$ cat src/sv/lct_pkg.sv
// ----------------------------------------------------------------------------
// lct_pkg: shared types and constants for the link credit table
// Command and result layouts, table entry layout, mode and status codes.
// ----------------------------------------------------------------------------
package lct_pkg;

  localparam int NODE_LIMIT    = 1023;
  localparam int TABLE_ENTRIES = 64;

  localparam int SRC_W = (NODE_LIMIT > 1) ? $clog2(NODE_LIMIT + 1) : 1;
  localparam int IDX_W = (TABLE_ENTRIES > 1) ? $clog2(TABLE_ENTRIES) : 1;

  localparam logic [2:0] MODE_ADD     = 3'd0;
  localparam logic [2:0] MODE_QUERY   = 3'd1;
  localparam logic [2:0] MODE_SET     = 3'd2;
  localparam logic [2:0] MODE_CONSUME = 3'd3;
  localparam logic [2:0] MODE_CONN    = 3'd4;
  localparam logic [2:0] MODE_REMOVE  = 3'd5;

  localparam logic [1:0] ST_DONE    = 2'd0;
  localparam logic [1:0] ST_NO_LINK = 2'd1;
  localparam logic [1:0] ST_EXPIRED = 2'd2;
  localparam logic [1:0] ST_FULL    = 2'd3;

  typedef struct packed {
    logic [2:0]  mode;
    logic [15:0] source_node;
    logic [15:0] target_node;
    logic [15:0] amount;
    logic [47:0] expiry_time;
    logic [47:0] now_time;
  } cmd_t;

  typedef struct packed {
    logic [15:0] credit_out;
    logic        success;
    logic [1:0]  status;
  } res_t;

  typedef struct packed {
    logic             valid;
    logic [SRC_W-1:0] source;
    logic [15:0]      target;
    logic [15:0]      credit;
    logic [47:0]      expiry;
  } entry_t;

  // direct write into one cell, used to place a new link
  typedef struct packed {
    logic             en;
    logic [IDX_W-1:0] idx;
    entry_t           data;
  } cell_wr_t;

endpackage

$ cat src/sv/lct_ctrl.sv
// ----------------------------------------------------------------------------
// lct_ctrl: command sequencer for the link credit table
// Scans the rotating entry chain at its head, edits the matching entry in
// flight, tracks the lowest free slot and places new links after the scan.
// ----------------------------------------------------------------------------
module lct_ctrl
  import lct_pkg::*;
(
  input  logic     clk_i,
  input  logic     rst_ni,
  input  logic     start,
  input  cmd_t     cmd_i,
  output logic     busy,
  input  entry_t   head_i,
  output entry_t   head_ret_o,
  output logic     shift_o,
  output cell_wr_t wr_o,
  output logic     done_o,
  output res_t     res_o
);

  typedef enum logic [1:0] {S_IDLE, S_SCAN, S_COMMIT} state_e;

  state_e           state_q;
  cmd_t             cmd_q;
  logic [SRC_W-1:0] src_q;
  logic [IDX_W-1:0] idx_q;
  logic             found_q;
  res_t             hit_q;
  logic             free_found_q;
  logic [IDX_W-1:0] free_idx_q;
  logic             place_q;
  logic             done_q;
  res_t             res_q;

  logic [SRC_W-1:0] src_clamp;
  logic             match;
  logic             expired;
  logic [15:0]      diff;
  res_t             hit;
  entry_t           ret;
  logic             last;
  logic             free_now;
  logic             found_d;
  logic             free_found_d;
  res_t             final_res;
  logic             place_d;

  assign src_clamp = (cmd_i.source_node > 16'(NODE_LIMIT)) ? SRC_W'(NODE_LIMIT)
                                                           : cmd_i.source_node[SRC_W-1:0];

  // head processing: the entry leaving the head goes back into the tail
  always_comb begin
    match   = head_i.valid && (head_i.source == src_q) &&
              (head_i.target == cmd_q.target_node);
    expired = head_i.expiry <= cmd_q.now_time;
    diff    = head_i.credit - cmd_q.amount;
    ret     = head_i;
    hit     = '0;
    if (match) begin
      case (cmd_q.mode)
        MODE_ADD: begin
          ret.credit = cmd_q.amount;
          ret.expiry = cmd_q.expiry_time;
        end
        MODE_QUERY, MODE_SET, MODE_CONSUME: begin
          if (expired) begin
            ret.valid  = 1'b0;
            hit.status = ST_EXPIRED;
          end else if (cmd_q.mode == MODE_QUERY) begin
            hit.credit_out = head_i.credit;
          end else if (cmd_q.mode == MODE_SET) begin
            ret.credit = cmd_q.amount;
          end else if (head_i.credit >= cmd_q.amount) begin
            ret.credit  = diff;
            hit.success = 1'b1;
            if (diff == 16'd0) begin
              ret.valid = 1'b0;
            end
          end
        end
        MODE_CONN: begin
          hit.success = (head_i.credit != 16'd0) && !expired;
        end
        MODE_REMOVE: begin
          ret.valid = 1'b0;
        end
        default: begin
          ret = head_i;
        end
      endcase
    end
  end

  assign head_ret_o = ret;
  assign shift_o    = (state_q == S_SCAN);
  assign last       = (idx_q == IDX_W'(TABLE_ENTRIES - 1));
  assign free_now   = !head_i.valid && !free_found_q;
  assign found_d    = found_q || match;
  assign free_found_d = free_found_q || !head_i.valid;

  // result once the whole table has gone by the head
  always_comb begin
    final_res = '0;
    place_d   = 1'b0;
    if (found_d) begin
      final_res = match ? hit : hit_q;
    end else begin
      case (cmd_q.mode)
        MODE_ADD: begin
          if (free_found_d) begin
            place_d = 1'b1;
          end else begin
            final_res.status = ST_FULL;
          end
        end
        MODE_QUERY, MODE_SET, MODE_CONSUME, MODE_CONN, MODE_REMOVE: begin
          final_res.status = ST_NO_LINK;
        end
        default: begin
          final_res = '0;
        end
      endcase
    end
  end

  always_ff @(posedge clk_i or negedge rst_ni) begin
    if (!rst_ni) begin
      state_q      <= S_IDLE;
      idx_q        <= '0;
      found_q      <= 1'b0;
      free_found_q <= 1'b0;
      place_q      <= 1'b0;
      done_q       <= 1'b0;
      cmd_q        <= '0;
      src_q        <= '0;
      hit_q        <= '0;
      free_idx_q   <= '0;
      res_q        <= '0;
    end else begin
      done_q <= 1'b0;
      case (state_q)
        S_IDLE: begin
          if (start) begin
            cmd_q        <= cmd_i;
            src_q        <= src_clamp;
            idx_q        <= '0;
            found_q      <= 1'b0;
            free_found_q <= 1'b0;
            state_q      <= S_SCAN;
          end
        end
        S_SCAN: begin
          if (match) begin
            found_q <= 1'b1;
            hit_q   <= hit;
          end
          if (free_now) begin
            free_found_q <= 1'b1;
            free_idx_q   <= idx_q;
          end
          if (last) begin
            res_q   <= final_res;
            place_q <= place_d;
            done_q  <= 1'b1;
            state_q <= S_COMMIT;
          end else begin
            idx_q <= idx_q + 1'b1;
          end
        end
        S_COMMIT: begin
          place_q <= 1'b0;
          state_q <= S_IDLE;
        end
        default: begin
          state_q <= S_IDLE;
        end
      endcase
    end
  end

  // chain is back in index order here, so the free slot is addressed directly
  always_comb begin
    wr_o             = '0;
    wr_o.en          = (state_q == S_COMMIT) && place_q;
    wr_o.idx         = free_idx_q;
    wr_o.data.valid  = 1'b1;
    wr_o.data.source = src_q;
    wr_o.data.target = cmd_q.target_node;
    wr_o.data.credit = cmd_q.amount;
    wr_o.data.expiry = cmd_q.expiry_time;
  end

  assign busy   = (state_q != S_IDLE);
  assign done_o = done_q;
  assign res_o  = res_q;

endmodule

$ cat config.mk
export PLATFORM = sky130hd
export DESIGN_NAME = lct_ctrl
export DESIGN_NICKNAME = d
export VERILOG_FILES = /design/src/sv/lct_pkg.sv /design/src/sv/lct_ctrl.sv
export SDC_FILE = /design/constraint.sdc
export NUM_CORES = 1
export LEC_CHECK = 0
export BUFFER_PORTS_ARGS = -buffer_cell sky130_fd_sc_hd__buf_2
export CORE_AREA = 2 2 176 178
export CTS_CLUSTER_SIZE = 12
export DETAILED_ROUTE_END_ITERATION = 6
export DIE_AREA = 0 0 178 180
export PLACE_DENSITY_LB_ADDON = 0.08
export REMOVE_ABC_BUFFERS = 1
export SLEW_MARGIN = 40
export SYNTH_ARGS = -nofsm -noshare
export SYNTH_HDL_FRONTEND = slang
export SYNTH_SLANG_ARGS = --single-unit
$ cat constraint.sdc
create_clock -name clk_i -period 3.9 [get_ports clk_i]
set_clock_uncertainty 0.1 [all_clocks]
set_input_delay 0.585 -clock clk_i [delete_from_list [all_inputs] [get_ports clk_i]]
set_output_delay 0.585 -clock clk_i [all_outputs]
set_load 0.1 [all_outputs]
### Word level (Yosys, flattened, before mapping)

Cells that the tools add are included.

| word-level totals | value |
|---|---|
| register bits | 197 |
| bits in latches | 0 |
| memory bits (writable) | 0 |
| bits in read-only memories | 0 |
| input bits | 241 |
| logic and storage cells | 111 |
| memories kept | 0 |

| operators by class | value |
|---|---|
| $add $sub $neg | 2 |
| multipliers | 0 |
| div/mod/pow operators | 0 |
| $lt $le $gt $ge | 3 |
| equality and inequality tests | 15 |
| shift-type cells | 0 |
| mux-type cells | 45 |
| bitwise logic cells | 0 |
| reductions and logical operators | 27 |

Operators by type and width:

| cell | count |
|---|---|
| $mux 16 | 6 |
| $mux 91 | 1 |
| $le 48x48->1 | 1 |
| $mux 48 | 1 |
| $mux 19 | 2 |
| $pmux 16 s2 | 1 |
| $mux 1 | 17 |
| $mux 17 | 1 |
| $eq 16x16->1 | 1 |
| $ge 16x16->1 | 1 |
| $gt 16x10->1 const B | 1 |
| $logic_not 16->1 | 1 |
| $reduce_bool 16->1 | 1 |
| $sub 16x16->16 | 1 |
| $mux 6 | 2 |
| $pmux 6 s2 | 1 |
| $eq 10x10->1 | 1 |
| $mux 10 | 1 |
| $mux 2 | 5 |
| $pmux 1 s2 | 5 |
| $reduce_and 2->1 | 5 |
| $reduce_and 3->1 | 3 |
| $pmux 2 s2 | 2 |
| $add 6x1->6 const B | 1 |
| other kinds (16) | 30 |

### Depth between registers and ports, before layout

| logic depth | value |
|---|---|
| depth after elaboration | 9 |
| gate-level depth with buffers | 13 |
| mapped depth without buffers | 12 |

### Worst setup path after synthesis

No wires, ideal clock.

| timing path | value |
|---|---|
| path type | in2out |
| start point | input port head_i[50] in the netlist's numbering |
| end point | output port head_ret_o[59] in the netlist's numbering |
| arrival time | 5.687 ns |
| required time | 3.215 ns |
| setup slack | -2.472 ns |
| stages on the path | 11 |
| path through | ha_1 > nor2b_1 > o31a_1 > o41ai_2 > a21o_1 > a21oi_1 > or2_1 > clkbuf_1 > nor2_1 > a21boi_0 > o41ai_1 |

RTL lines:

| element | RTL line | RTL |
|---|---|---|
| from (decl) | lct_ctrl.sv:14 | `input entry_t head_i,` |
| to (decl) | lct_ctrl.sv:15 | `output entry_t head_ret_o,` |

==> impl_metrics.xml <==
<?xml version="1.0" encoding="UTF-8"?>
<metrics>
  <group name="synthesis">
    <metric name="synth_area" unit="sq um">12000</metric>
    <metric name="postSynth.asyncResetShare" unit="%">100</metric>
    <metric name="synth_edf_count" unit="">0</metric>
    <metric name="post_synth_num_cell_types" unit="">71</metric>
    <metric name="avgSynthCellArea" unit="sq um">8.94</metric>
    <metric name="ys_seq_area_share" unit="%">41.2</metric>
    <metric name="post_synthesis_cell_count" unit="">1338</metric>
    <metric name="synth_seq_cells" unit="">197</metric>
    <metric name="ys_dominant_reg_cell" unit="">sky130_fd_sc_hd__dfrtp_1</metric>
    <metric name="ys.warnings.count" unit="">0</metric>
  </group>
  <group name="clocking">
    <metric name="cts_inserted_buffers" unit="">17</metric>
    <metric name="clock_tree.root_cell" unit="">sky130_fd_sc_hd__clkbuf_16</metric>
    <metric name="cts.sink_count" unit="">197</metric>
    <metric name="hold_buffers" unit="">0</metric>
    <metric name="clkLatencyLatePin" unit="ps">460</metric>
    <metric name="h-tree-depth" unit="">4</metric>
    <metric name="clkSlewWorstSetupHoldPaths" unit="ps">80</metric>
    <metric name="cts_tree" unit="">built</metric>
    <metric name="maximum_clock_insertion_buffer_count" unit="">2</metric>
  </group>
  <group name="finish">
    <metric name="multi_input_comb_area" unit="sq um">6460</metric>
    <metric name="flow.area_growth_from_synthesis" unit="%">47.1</metric>
    <metric name="final_net_count" unit="">2111</metric>
    <metric name="post_route_cells_drive_above_1_share" unit="%">43.7</metric>
    <metric name="n_fill_cell" unit="">2678</metric>
    <metric name="utilization" unit="%">58.3</metric>
    <metric name="register_area" unit="sq um">4930</metric>
  </group>
  <group name="run">
    <metric name="max_cap_violations" unit="">0</metric>
  </group>
  <group name="global_routing">
    <metric name="grt_antenna_before_repair" unit="">7</metric>
    <metric name="grt_max_degree" unit="">91</metric>
    <metric name="grt_first_pass_wirelength" unit="um">64900</metric>
    <metric name="grt_pass1_vias" unit="">11300</metric>
    <metric name="grt_use_total" unit="%">26.0</metric>
    <metric name="gr-total-overflow" unit="">0</metric>
  </group>
  <group name="drt">
    <metric name="ant_nets" unit="">0</metric>
    <metric name="dr.pass1.iters" unit="">5</metric>
    <metric name="drt-wirelength-per-cell" unit="um">19.3</metric>
    <metric name="drt-initial-drc-count" unit="">784</metric>
    <metric name="wirelength" unit="um">42800</metric>
    <metric name="vias_per_cell" unit="">5.10</metric>
    <metric name="drt_drc_violations_left" unit="">0</metric>
    <metric name="routed-via-count" unit="">11300</metric>
  </group>
  <group name="hold_path">
    <metric name="path_type_of_the_worst_min_delay_path" unit="">in -&gt; async</metric>
  </group>
  <group name="place">
    <metric name="place.gp.congestion" unit="">0.913</metric>
    <metric name="port_buffers" unit="">450</metric>
    <metric name="hpwl" unit="um">31000</metric>
  </group>
  <group name="power">
    <metric name="pwr_density_cell" unit="nW/um^2">818</metric>
    <metric name="p_leak" unit="nW">9.16</metric>
    <metric name="power" unit="mW">14.4</metric>
    <metric name="vdd_ir_drop_max" unit="mV">0.681</metric>
  </group>
  <group name="sta">
    <metric name="timing.max_slew.rel_slack" unit="%">44.9</metric>
    <metric name="layout_min_cycle_time" unit="ps">4290</metric>
    <metric name="final_min_period_over_clock_period" unit="%">110</metric>
    <metric name="timing.fmax" unit="GHz">0.233</metric>
    <metric name="finalMaxSlewViolations" unit="">0</metric>
    <metric name="rsz0062_at_grt" unit="">true</metric>
    <metric name="fin_setup_tns" unit="ps">-7420</metric>
    <metric name="final.setup.worst_slack" unit="ps">-385</metric>
    <metric name="final-setup-viol-count" unit="">49</metric>
    <metric name="max_slew.worst_pin.slew" unit="ps">825</metric>
    <metric name="final_hold_viol_count" unit="">0</metric>
  </group>
  <group name="setup_path">
    <metric name="combined_buffer_and_inverter_count_along_the_critical_path" unit="">2</metric>
    <metric name="setup.worst_path.end_class" unit="">output port</metric>
    <metric name="path_class" unit="">reg -&gt; out</metric>
    <metric name="cp_data_arrival_time" unit="ps">3600</metric>
    <metric name="critical-path-slowest-cell" unit="">sky130_fd_sc_hd__dfrtp_1</metric>
    <metric name="path_common_cell" unit="">sky130_fd_sc_hd__o41a_1</metric>
    <metric name="cp.required" unit="ps">3210</metric>
    <metric name="critical_path.max_stage_delay" unit="ps">400</metric>
    <metric name="cp_cell_instances" unit="">inv_2 -&gt; ha_4 -&gt; a21oi_2 -&gt; nor2_2 -&gt; o31a_1 -&gt; o41a_1 -&gt; a41o_1 -&gt; o41a_1 -&gt; xor2_2 -&gt; o311a_1 -&gt; or3_4 -&gt; buf_12</metric>
    <metric name="critPathMaxFanout" unit="">4</metric>
    <metric name="timing.critical_path.max_delay_family" unit="">compound AO/OA/AOI/OAI gates</metric>
    <metric name="critical_path.startpoint_type" unit="">flop</metric>
  </group>
  <group name="floorplan">
    <metric name="floorplan.die_area" unit="sq um">32000</metric>
    <metric name="die_height" unit="um">180</metric>
    <metric name="core-area" unit="sq um">30200</metric>
    <metric name="floorplan.initialDensity" unit="%">39.6</metric>
    <metric name="num_rows" unit="">64</metric>
    <metric name="io_pins" unit="">452</metric>
    <metric name="die_width" unit="um">178</metric>
  </group>
  <group name="outcome">
    <metric name="violated_checks" unit="">negative setup slack</metric>
    <metric name="run_status" unit="">finished with violations</metric>
  </group>
</metrics>
-- Yosys cell counts (all sizes together) (3+ instances only) --
master,count,area (sq um)
a21o,49,368
nor3b,4,30.0
nor2,34,130
nand2b,8,50.1
a31oi,3,18.8
nand4,25,163
a22o,32,280
o31ai,4,30.0
o41a,3,35.0
mux2i,3,30.0
and3,4,27.5
clkbuf,48,180
o21a,5,37.5
mux2,53,597
o211ai,3,22.5
nand3b,3,22.5
a221o,10,101
dfrtp,197,4930
inv,76,285
xor2,23,201
nand3,9,45.0
nor3,18,90.1
a211o,3,26.3
nand2,328,1230
or2,5,31.3
nor2b,6,37.5
nor4,12,96.3
buf,119,875
or3,9,56.3
o21ai,93,465
o41ai,5,51.3
a21oi,30,154
xnor2,17,149
ha,66,826
-- where the power goes --
| part | switching [mW] | total [mW] | internal (mW) | leakage, nW |
|---|---|---|---|---|
| logic | 6.53 | 9.11 | 2.58 | 6.36 |
| clock network | 0.964 | 1.90 | 0.932 | 0.298 |
| registers | 0.583 | 3.39 | 2.80 | 2.49 |
-- placed cells by master, fill, tap and decap left out, types with 11 or more instances in the layout --
master / instances
sky130_fd_sc_hd__a21oi_2: 11
sky130_fd_sc_hd__o21ai_0: 89
sky130_fd_sc_hd__dfrtp_1: 197
sky130_fd_sc_hd__buf_12: 74
sky130_fd_sc_hd__mux2_4: 47
sky130_fd_sc_hd__inv_2: 15
sky130_fd_sc_hd__buf_2: 384
sky130_fd_sc_hd__nand4_1: 24
sky130_fd_sc_hd__inv_1: 61
sky130_fd_sc_hd__xor2_1: 22
sky130_fd_sc_hd__ha_4: 17
sky130_fd_sc_hd__nand2_1: 326
sky130_fd_sc_hd__clkbuf_16: 19
sky130_fd_sc_hd__buf_4: 132
sky130_fd_sc_hd__ha_1: 49
sky130_fd_sc_hd__a21o_1: 48
sky130_fd_sc_hd__nor2_1: 28
sky130_fd_sc_hd__a21oi_1: 16
sky130_fd_sc_hd__xnor2_1: 17
sky130_fd_sc_hd__a22o_1: 32
-- per-layer routing --
layer	track usage, %	wire (um)	vias to the layer above
met4	5.74	741	8
met2	43.5	20900	367
li1	-	-	5380
met3	5.67	2570	51
met1	34.5	18600	5503
met5	0	43	-
-- sequential cells by signal, indices dropped and copies added, names as in the netlist --
name	cells
free_idx_q	6
idx_q	6
res_o	19
free_found_q	1
place_q	1
found_q	1
state_q	2
wr_o	80
src_q	10
cmd_q	51
hit_q	19
done_o	1
-- stage by stage --
stage	cells	setup WS, ps	hold slack (ps)	area (sq um)
global placement	2140	-398	359	15200
CTS	2198	-426	122	16900
floorplan	1171	-3450	189	10900
detailed placement	2140	-441	353	15200
finish	2216	-385	18.7	17600
global route	2214	-481	74.4	17600
-- final cells by class --
cell class,instances,area share (%)
tap,396,2.82
clock inverter,14,1.05
inverter,76,1.62
antenna,4,0.0569
sequential,197,28.0
multi-input combinational,899,36.7
timing repair buffer,612,27.3
clock buffer,18,2.44
-- cell families after synthesis --
group | Yosys count | synth area share (%)
other | 1 | 0.0314
XOR/XNOR | 40 | 2.93
buffers and inverters | 243 | 11.2
multiplexers | 56 | 5.24
flip-flops | 197 | 41.2
adder cells (fa/ha/maj) | 67 | 7.07
AND/OR/NAND/NOR | 478 | 17.8
AO/OA/AOI/OAI | 256 | 14.6
-- final timing paths --
kind,from,endpoint,slack [ps],cells past startpoint
worst min-delay path,rst_ni,free_idx_q[5],20,1
max in group asynchronous,rst_ni,wr_o[36],2730,2
worst max-delay path,wr_o[52],head_ret_o[63],-390,12
worst min register to register,res_o[0],res_o[0],370,2
min in group clk_i,cmd_i[127],wr_o[79],210,3
worst max register to register,cmd_q[38],res_o[3],700,15
-- repair_timing --
action                     4_1_cts  5_1_grt
setup buffers                   21       14
pin swaps                       32       30
setup endpoints to repair       65       65
cloned                           7        2
gates resized for setup        184      117
hold endpoints to repair         0        0
(Power assumes the default switching activity.)
