## src/sv/lct_pkg.sv

```systemverilog
// ----------------------------------------------------------------------------
// lct_pkg: shared types and constants for the link credit table
// Command and result layouts, table entry layout, mode and status codes.
// ----------------------------------------------------------------------------
package lct_pkg;

  localparam int NODE_LIMIT    = 1023;
  localparam int TABLE_ENTRIES = 64;

  localparam int SRC_W = (NODE_LIMIT > 1) ? $clog2(NODE_LIMIT + 1) : 1;
  localparam int IDX_W = (TABLE_ENTRIES > 1) ? $clog2(TABLE_ENTRIES) : 1;

  localparam logic [2:0] MODE_ADD     = 3'd0;
  localparam logic [2:0] MODE_QUERY   = 3'd1;
  localparam logic [2:0] MODE_SET     = 3'd2;
  localparam logic [2:0] MODE_CONSUME = 3'd3;
  localparam logic [2:0] MODE_CONN    = 3'd4;
  localparam logic [2:0] MODE_REMOVE  = 3'd5;

  localparam logic [1:0] ST_DONE    = 2'd0;
  localparam logic [1:0] ST_NO_LINK = 2'd1;
  localparam logic [1:0] ST_EXPIRED = 2'd2;
  localparam logic [1:0] ST_FULL    = 2'd3;

  typedef struct packed {
    logic [2:0]  mode;
    logic [15:0] source_node;
    logic [15:0] target_node;
    logic [15:0] amount;
    logic [47:0] expiry_time;
    logic [47:0] now_time;
  } cmd_t;

  typedef struct packed {
    logic [15:0] credit_out;
    logic        success;
    logic [1:0]  status;
  } res_t;

  typedef struct packed {
    logic             valid;
    logic [SRC_W-1:0] source;
    logic [15:0]      target;
    logic [15:0]      credit;
    logic [47:0]      expiry;
  } entry_t;

  // direct write into one cell, used to place a new link
  typedef struct packed {
    logic             en;
    logic [IDX_W-1:0] idx;
    entry_t           data;
  } cell_wr_t;

endpackage

```

## src/sv/lct_cell.sv

```systemverilog
// ----------------------------------------------------------------------------
// lct_cell: one table entry in the rotating chain
// Takes its neighbor's entry when the chain shifts, or a direct write.
// ----------------------------------------------------------------------------
module lct_cell
  import lct_pkg::*;
(
  input  logic   clk_i,
  input  logic   rst_ni,
  input  logic   shift_i,
  input  entry_t shin_i,
  input  logic   wr_i,
  input  entry_t wr_data_i,
  output entry_t q_o
);

  logic   valid_q;
  entry_t data_q;

  always_ff @(posedge clk_i or negedge rst_ni) begin
    if (!rst_ni) begin
      valid_q <= 1'b0;
    end else if (shift_i) begin
      valid_q <= shin_i.valid;
    end else if (wr_i) begin
      valid_q <= wr_data_i.valid;
    end
  end

  // payload carries no reset; only valid entries are ever used
  always_ff @(posedge clk_i) begin
    if (shift_i) begin
      data_q <= shin_i;
    end else if (wr_i) begin
      data_q <= wr_data_i;
    end
  end

  always_comb begin
    q_o       = data_q;
    q_o.valid = valid_q;
  end

endmodule

```

## config.mk

```make
export PLATFORM = sky130hd
export DESIGN_NAME = lct_cell
export DESIGN_NICKNAME = d
export VERILOG_FILES = /design/src/sv/lct_pkg.sv /design/src/sv/lct_cell.sv
export SDC_FILE = /design/constraint.sdc
export NUM_CORES = 1
export LEC_CHECK = 0
export ABC_AREA = 1
export BUFFER_PORTS_ARGS = -buffer_cell sky130_fd_sc_hd__buf_4
export CORE_MARGIN = 3
export CORE_UTILIZATION = 33
export DETAILED_ROUTE_END_ITERATION = 6
export PLACE_DENSITY = 0.77
export SLEW_MARGIN = 20
export SYNTH_ARGS = -nofsm -noshare
export SYNTH_HDL_FRONTEND = slang
export SYNTH_SLANG_ARGS = --single-unit
```

## constraint.sdc

```tcl
create_clock -name clk_i -period 0.9 [get_ports clk_i]
set_input_delay 0.27 -clock clk_i [delete_from_list [all_inputs] [get_ports clk_i]]
set_output_delay 0.27 -clock clk_i [all_outputs]
set_load 0.01 [all_outputs]
```

[After elaboration in Yosys (flattened, before gate mapping)]
Index checks and enable logic that the tools add are counted.
Operators by class
  muxes and demuxes: 4
  reduce and logical (&&, ||, !) cells: 1
Operators with widths (count)
  90-bit two-way mux: 2
  1-bit two-way mux: 2
  2-bit nonzero test: 1
Storage, ports and cells
  register bits: 91
  bits of input ports: 186
  output and inout port bits: 91
  logic and storage cells: 10

[Depth between registers and ports, before layout]
Gate-level depths: netlist of the first run.
  depth after elaboration: 2
  gate-level depth with buffers: 4
  depth with buffers taken out: 3

[Worst setup path before layout of the first run]
OpenSTA, ideal clock, no wires.
  path kind: input port to flip-flop
  from: input shift_i
  to: register data_q, in the netlist q_o[0], enable pin
  setup time: 0.444 ns
  data arrival time: 2.216 ns
  required time: 0.456 ns
  setup slack: -1.759 ns
  stages on the path: 3
  buffers on the path: 1
  cells stage by stage: buf_6 > nor2_1 > inv_1
Between the ends
  cells in the longest elaborated chain, start to end: 1
Ends and longest elaborated chain
  start, declared: RTL line lct_cell.sv:10  | input logic shift_i,
  2-bit nonzero test (no source line)
  end signal, assigned: RTL line lct_cell.sv:33  | data_q <= shin_i;
  end signal, assigned: RTL line lct_cell.sv:35  | data_q <= wr_data_i;
  end, declared: RTL line lct_cell.sv:18  | entry_t data_q;
Every way passes these cells.
A chain may end at the register's enable or synchronous reset.

[Final worst setup path of the first run]
  from: register data_q, in the netlist q_o[42]
  to: output q_o[42] in the netlist's numbering
RTL lines
  end, declared: RTL line lct_cell.sv:14  | output entry_t q_o
No word-level cell between the ends.

==> results of run 1 <==
[area by class of cell]
cell class	instances	area, µm²	area share (%)
Inverter	2	11.3	0.167
Multi-Input combinational cell	275	1040	15.4
Tap cell	143	179	2.65
Sequential cell	91	2730	40.4
Clock buffer	11	233	3.44
Timing Repair Buffer	283	2510	37.2
Clock inverter	5	53.8	0.796
[sequential cells by signal (all words and copies together) (netlist names)]
signal,cells
q_o,90
valid_q,1
[metal layers]
layer  track usage (%)  share of wire, %  up-vias
met5                 0                 0        -
met4              6.89               2.0        0
met3              5.21               9.4       17
met2              29.1                53      188
met1              17.7                36     1630
li1                  -                 -     1789
[cells by family after synthesis]
| family | count (synthesis) | share of synthesized area, % |
|---|---|---|
| AND/OR/NAND/NOR | 275 | 26.3 |
| flip-flops | 91 | 69.4 |
| buffers and inverters | 22 | 4.24 |
[synth_stat cells, drive strengths merged]
library cell | number | area [µm²]
dfrtp | 1 | 25.0
nor2 | 1 | 3.75
buf | 20 | 159
nand3 | 2 | 10.0
inv | 2 | 7.50
nand2 | 272 | 1020
edfxtp | 90 | 2700
[tightest hold or removal path: stages]
cell and delay, ps:
buf_4 80, nand2_1 40, nand3_1 70
[path summary, 6_finish.rpt]
kind                       startpoint      end  slack [ps]  depth (start not counted)
setup / recovery              q_o[42]  q_o[42]        -260                          1
hold / removal             shin_i[90]  valid_q         170                          3
setup reg to reg              valid_q  valid_q         240                          2
hold reg to reg               valid_q  valid_q         550                          2
max in group asynchronous      rst_ni  valid_q         550                          2
min in group asynchronous      rst_ni  valid_q         270                          2
[power groups by stage]
| stage | Combinational, mW | Sequential (mW) | Clock, mW |
|---|---|---|---|
| 2_1_floorplan | 0.490 | 5.68 | 0 |
| 3_3_place_gp | 2.17 | 5.42 | 0 |
| 3_5_place_dp | 2.21 | 5.44 | 0 |
| 4_1_cts | 2.41 | 5.42 | 3.69 |
| 5_1_grt | 2.64 | 5.48 | 3.84 |
| 6_report | 2.44 | 5.43 | 3.59 |
[through the flow]
| stage | hold WS [ps] | setup WS, ps | area [µm²] | total power, mW |
|---|---|---|---|---|
| final | 167 | -265 | 6760 | 11.5 |
| after global routing | 161 | -305 | 6760 | 12.0 |
| after CTS | 155 | -289 | 6670 | 11.5 |
| after detailed placement | 47.8 | -278 | 6130 | 7.65 |
| after global placement | 46.0 | -258 | 6130 | 7.59 |
| after floorplan | -25.6 | -1300 | 3950 | 6.17 |
[what timing repair did]
| item | in CTS | in global routing |
|---|---|---|
| endpoints found under the setup margin | 91 | 92 |
| endpoints found under the hold margin | 1 | 0 |
| hold buffers | 1 | 0 |
| setup buffers | 0 | 0 |
| resized for setup | 66 | 23 |
==> impl_metrics.toml, run 1 <==
[sta]
rsz0062_at_grt = "yes"
finClkSkew_ps = 0
slew_headroom_pct = 71.2
setup_viol = 91
period_share_pct = 129
fin_ws_ps = -265
fmax_mhz = 858
max_slew.worst_pin.slew_ps = 432
slew_violations = 0
hold_viol = 0
finalSetupTns_ps = -19350
fin_crit_ps = 1160

[route]
route.detailed.drc = 0
viasPerCell = 4.47
firstDrtPassIters = 4
wirelength_um = 11600
drtIter0Drc = 157
routedWlPerCell_um = 14.3
ant_nets = 0
vias = 3624

[outcome]
violations = "setup timing"
status = "finished with violations"

[finish]
num-nets-final = 848
fillCellCount = 944
syn2layout_area_growth_pct = 72.0
final_cells = 810
utilization_pct = 58.7
antenna_cells = 0
drive_above_1_share_pct = 44.5
final_cell_mix = "nand2_1 (272), buf_4 (189), edfxtp_1 (90)"
final_common_cell = "nand2_1"

[clock_network]
cts_tree = "yes"
cts_made_buffers = 9
clkSlewWorstSetupHoldPaths_ps = 60
max-clock-path-buffers = 2
clock-sinks = 91
htreeDepth = 3
clock_latency_ps = 320
root_buffer = "clkbuf_16"

[setup_path]
path_cells = "buf_6"
path_class = "reg -> out"
start_kind = "register"
cp_slowest_cell = "edfxtp_1"
cp_top_family = "flip-flops"
critPathMaxFanout = 1
cp-end-kind = "output port"
critPathRequiredTime_ps = 630
crit_arrival_ps = 890
crit_buf_inv = 1
slowest_delay_ps = 430

[floorplan]
die-area_mm2 = 0.0133
die_h_um = 115
num_io_pins = 277
core_mm2 = 0.0115
initial_core_util_pct = 34.1
dieWidth_um = 115
rows = 39

[pwr]
leakage_nw = 3.37
comb_power_share_pct = 21.3
p_per_area_mw_per_mm2 = 1700
p_int_mw = 8.83
ir_drop_mv = 1.18
switching_share_pct = 23.0
pwr-share-seq_pct = 47.4
p_clk_share_pct = 31.3
p_switching_mw = 2.64

[logic_synthesis]
synth_seq_cells = 91
ys_types = 10
syn_avg_cell_area_um2 = 10.1
yosysSeqAreaShare_pct = 69.4
synthCells = 388
syn_nets = 574
ys_warn_count = 0
synth_area_mm2 = 0.00393

[global_route]
antenna_found_initial = 0
grt_max_degree = 47
grt_overflow = 0
grt_pass1_vias = 3432
grt_usage_pct = 16.3
grt_pass1_wl_um = 16600

[flow_run]
maxCapViolCount = 0

[placement]
portBuffers = 276
post-place-cells = 793
dpl.hpwl_um = 8940
gp_congestion = 0.788

[hold_path]
hold_path_class = "in -> reg"
Power figures use the tool's default switching activity.
==> run 2: changes to the inputs <==
CTS_BUF_LIST = sky130_fd_sc_hd__clkbuf_16   (was default)
clock period = 1.35 ns   (was 0.9 ns; I/O delays follow)
==> run 2 against run 1 <==
Effect of this change: the run now ends clean; global-route usage shrank 0.25 points; sequential cell count stayed put; worst setup slack better by 310 ps; non-clock buffer count unchanged; clock skew unchanged; via count down 0.80%; sequential power down 34%; final cell count stayed put; utilization shrank 3.1 points; combinational power is 41% lower; power is 37% lower; sequential share of layout area increased by 2.2 points; critical endpoint unchanged.
==> impl_metrics.toml, run 2 (synthesis gave the netlist of run 1 again) <==
[finish]
antenna_cells = 0
num-nets-final = 848
final_area_mm2 = 0.00640
final_common_cell = "buf_4"
drive_above_1_share_pct = 44.5
syn2layout_area_growth_pct = 62.9
fillCellCount = 997
largest_reg_flops = 90
final_cell_mix = "buf_4 (278), nand2_1 (272), edfxtp_1 (90)"
seqCellArea_mm2 = 0.00273
multiInputGateArea_mm2 = 0.00104

[hold_path]
hold_path_class = "in -> reg"

[setup_path]
cp-end-kind = "output port"
cp_slowest_cell = "edfxtp_1"
critPathRequiredTime_ps = 950
cp_top_family = "flip-flops"
path_class = "reg -> out"
start_kind = "register"
slowest_delay_ps = 410
crit_buf_inv = 1
critPathMaxFanout = 1
crit_arrival_ps = 900
path_cells = "buf_4"

[pwr]
comb_power_share_pct = 20.2
ir_drop_mv = 0.513
leakage_nw = 3.26
p_clk_share_pct = 30.4
p_switching_mw = 1.70
p_per_area_mw_per_mm2 = 1130
switching_share_pct = 23.6
p_int_mw = 5.50
power.total_mw = 7.20
pwr-share-seq_pct = 49.4

[flow_run]
maxCapViolCount = 0

[clock_network]
root_buffer = "clkbuf_16"
htreeDepth = 3
cts_setup_buffers = 0
max-clock-path-buffers = 2
cts_tree = "yes"
clkSlewWorstSetupHoldPaths_ps = 60
clock_latency_ps = 320
clock-sinks = 91
cts_made_buffers = 9

[route]
route.detailed.drc = 0
wirelength_um = 11300
routedWlPerCell_um = 14.0
viasPerCell = 4.44
drtIter0Drc = 137
ant_nets = 0
firstDrtPassIters = 4
vias = 3595

[sta]
hold_viol = 0
setup_viol = 0
slew_violations = 0
fmax_mhz = 763
slew_headroom_pct = 70.6
finClkSkew_ps = 0
period_share_pct = 97.0
fin_crit_ps = 1310
fin_ws_ps = 40.2
max_slew.worst_pin.slew_ps = 441
rsz0062_at_grt = "no"

[global_route]
grt_pass1_wl_um = 16300
grt_usage_pct = 16.0
grt_max_degree = 47
grt_overflow = 0
antenna_found_initial = 0
grt_pass1_vias = 3385

[placement]
dpl_cell_area_mm2 = 0.00613
place_ws_ps = 37.1
gp_congestion = 0.788
portBuffers = 276
dpl.hpwl_um = 8990

[floorplan]
die-area_mm2 = 0.0133
dieWidth_um = 115
initial_core_util_pct = 34.1
num_io_pins = 277
die_h_um = 115
core_mm2 = 0.0115
rows = 39

[outcome]
status = "complete, no violations"
-- run 2: per-layer routing --
layer	track usage [%]	share of wire, %	up-vias	routed length (µm)
met3	4.63	9.6	23	1080
met5	0	0	-	0
met1	17.0	36	1588	4100
li1	-	-	1791	-
met2	29.2	51	193	5820
met4	7.43	2.6	0	297
-- run 2: layout make-up --
type / instances / share of cell area (%)
well taps: 143 / 2.80
inverters: 2 / 0.176
multi-input cells: 275 / 16.3
clock buffers: 9 / 3.52
repair buffers: 283 / 34.0
clock inverters: 7 / 0.606
flip-flops and latches: 91 / 42.6
-- run 2: power by group through the flow --
stage	clock, mW	sequential, mW	combinational, mW
after floorplan	0	3.78	0.326
after global placement	0	3.61	1.45
after detailed placement	0	3.62	1.47
after CTS	2.27	3.57	1.48
after global routing	2.36	3.59	1.58
final	2.19	3.56	1.45
-- run 2: path summary, 6_finish.rpt --
kind,start,end,slack [ps],depth (start not counted)
setup / recovery,q_o[42],q_o[42],40,1
hold / removal,shin_i[90],valid_q,300,3
setup reg to reg,valid_q,valid_q,710,2
hold reg to reg,valid_q,valid_q,520,2
max in group asynchronous,rst_ni,valid_q,890,2
min in group asynchronous,rst_ni,valid_q,380,2
-- run 2: per-stage QoR --
step / util, % / std cells / hold slack, ps / TNS [ps]
after floorplan: - / 388 / 109 / -89060
after CTS: 55.6 / 810 / 289 / 0
final: 55.6 / 810 / 303 / 0
after global routing: 55.6 / 810 / 307 / 0
after global placement: 53.2 / 793 / 181 / 0
after detailed placement: 53.2 / 793 / 182 / 0
-- run 2: worst min-delay path, cell delays in order --
cell and delay [ps]:
buf_4 80, nand2_1 40, nand3_1 70
-- run 2: what timing repair did --
action,4_1_cts,5_1_grt
gates resized for setup,0,0
endpoints found under the hold margin,1,0
hold buffers,1,0
==> run 3: changes to the inputs <==
SLEW_MARGIN = default   (was 20)
clock period = 1.4 ns   (was 1.35 ns; I/O delays follow)
==> run 3 against run 2 <==
Effect of this change: utilization is the same; final cell count unchanged; die area unchanged; critical endpoint unchanged; first-iteration DRC count is 2.2% higher; clock skew stayed put; non-clock buffer count is the same; clock-buffer cell count is the same.
==> impl_metrics.toml, run 3 (synthesis gave the netlist of run 1 again) <==
[outcome]
status = "complete, no violations"

[global_route]
grt_overflow = 0
grt_pass1_vias = 3438
antenna_found_initial = 0
grt_usage_pct = 16.0
grt_pass1_wl_um = 16300
grt_max_degree = 47

[floorplan]
rows = 39
die_h_um = 115
core_mm2 = 0.0115
initial_core_util_pct = 34.1
num_io_pins = 277
die-area_mm2 = 0.0133
dieWidth_um = 115

[finish]
num-nets-final = 848
final_common_cell = "buf_4"
antenna_cells = 0
fillCellCount = 990
drive_above_1_share_pct = 44.5
final_cell_mix = "buf_4 (278), nand2_1 (272), edfxtp_1 (90)"
seqCellArea_mm2 = 0.00273
largest_reg_flops = 90
multiInputGateArea_mm2 = 0.00104
final_cells = 810
syn2layout_area_growth_pct = 62.9

[clock_network]
root_buffer = "clkbuf_16"
cts_tree = "yes"
cts_setup_buffers = 0
htreeDepth = 3
clock_latency_ps = 320
clkSlewWorstSetupHoldPaths_ps = 60
clock-sinks = 91
cts-resized-gates = 0
cts_made_buffers = 9
max-clock-path-buffers = 2

[setup_path]
cp_top_family = "flip-flops"
reg2reg_from = "valid_q"
reg2reg_to = "valid_q"
cp-end-kind = "output port"
ff2ff_setup_slack_ps = 780
ff2ff_path_depth = 2
slowest_delay_ps = 410
crit_arrival_ps = 890
path_cells = "buf_4"
cp_slowest_cell = "edfxtp_1"
path_class = "reg -> out"
crit_buf_inv = 1
critPathMaxFanout = 1
critPathRequiredTime_ps = 980
start_kind = "register"

[pwr]
ir_drop_mv = 0.758
power.total_mw = 6.94
p_per_area_mw_per_mm2 = 1080
leakage_nw = 3.26

[placement]
portBuffers = 276
place_ws_ps = 73.6
post-place-cells = 793
gp_congestion = 0.788
dpl.hpwl_um = 8980

[hold_path]
min_path_cells = 3
hold_end = "valid_q"
hold_path_class = "in -> reg"
holdCritStartpoint = "shin_i[90]"

[sta]
fin_ws_ps = 86.2
slew_violations = 0
period_share_pct = 93.8
holdWs_ps = 317
finClkSkew_ps = 0
rsz0062_at_grt = "no"
fin_crit_ps = 1310
setup_viol = 0
slew_headroom_pct = 70.8
max_slew.worst_pin.slew_ps = 437
fmax_mhz = 761
hold_viol = 0

[route]
ant_nets = 0
route.detailed.drc = 0
routedWlPerCell_um = 13.9
wirelength_um = 11300
viasPerCell = 4.39
firstDrtPassIters = 4
vias = 3554
drtIter0Drc = 140

[flow_run]
maxCapViolCount = 0
run 3: cell counts in the layout (fill, tap and decap cells not counted):
Identical to the previous run, type by type.
run 3: per-stage QoR:
step                setup TNS (ps)  cell area, µm²  utilization [%]
finish                           0            6400             55.6
global route                     0            6400             55.6
detailed placement               0            6130             53.2
CTS                              0            6400             55.6
global placement                 0            6130             53.2
floorplan                   -85910            3950                -
run 3: final cells by class:
cell class                 instances  share of cell area, %
sequential                        91                   42.6
clock inverter                     7                  0.606
multi-input combinational        275                   16.3
inverter                           2                  0.176
tap                              143                   2.80
timing repair buffer             283                   34.0
clock buffer                       9                   3.52
run 3: worst max-delay path by stage:
| stage | slack (ps) | startpoint | cells after the start | endpoint |
|---|---|---|---|---|
| 6_report | 90 | q_o[42] | 1 | q_o[42] |
| 2_1_floorplan | -950 | shift_i | 3 | q_o[0] |
| 3_3_place_gp | 90 | wr_i | 4 | q_o[62] |
| 5_1_grt | 40 | q_o[42] | 1 | q_o[42] |
| 4_1_cts | 50 | q_o[42] | 1 | q_o[42] |
| 3_5_place_dp | 70 | wr_i | 4 | q_o[42] |
run 3: metal layers:
metal	vias up	global-route usage [%]	share of wire, %
met2	195	28.5	51
li1	1792	-	-
met1	1541	17.2	36
met5	-	0	0
met4	0	7.67	3.1
met3	26	4.84	10
run 3: power breakdown:
group          switching (mW)  internal [mW]
sequential             0.0888           3.34
clock                   0.928           1.18
combinational           0.617          0.784
run 3: what timing repair did:
item                       in CTS  in global routing
hold buffers                    1                  0
setup endpoints to repair       0                  0
hold endpoints to repair        1                  0
run 3: worst reg2reg max path, stage by stage, from the launching register on:
cell	delay [ps]
dfrtp_1	380
nand2_1	70
nand3_1	60
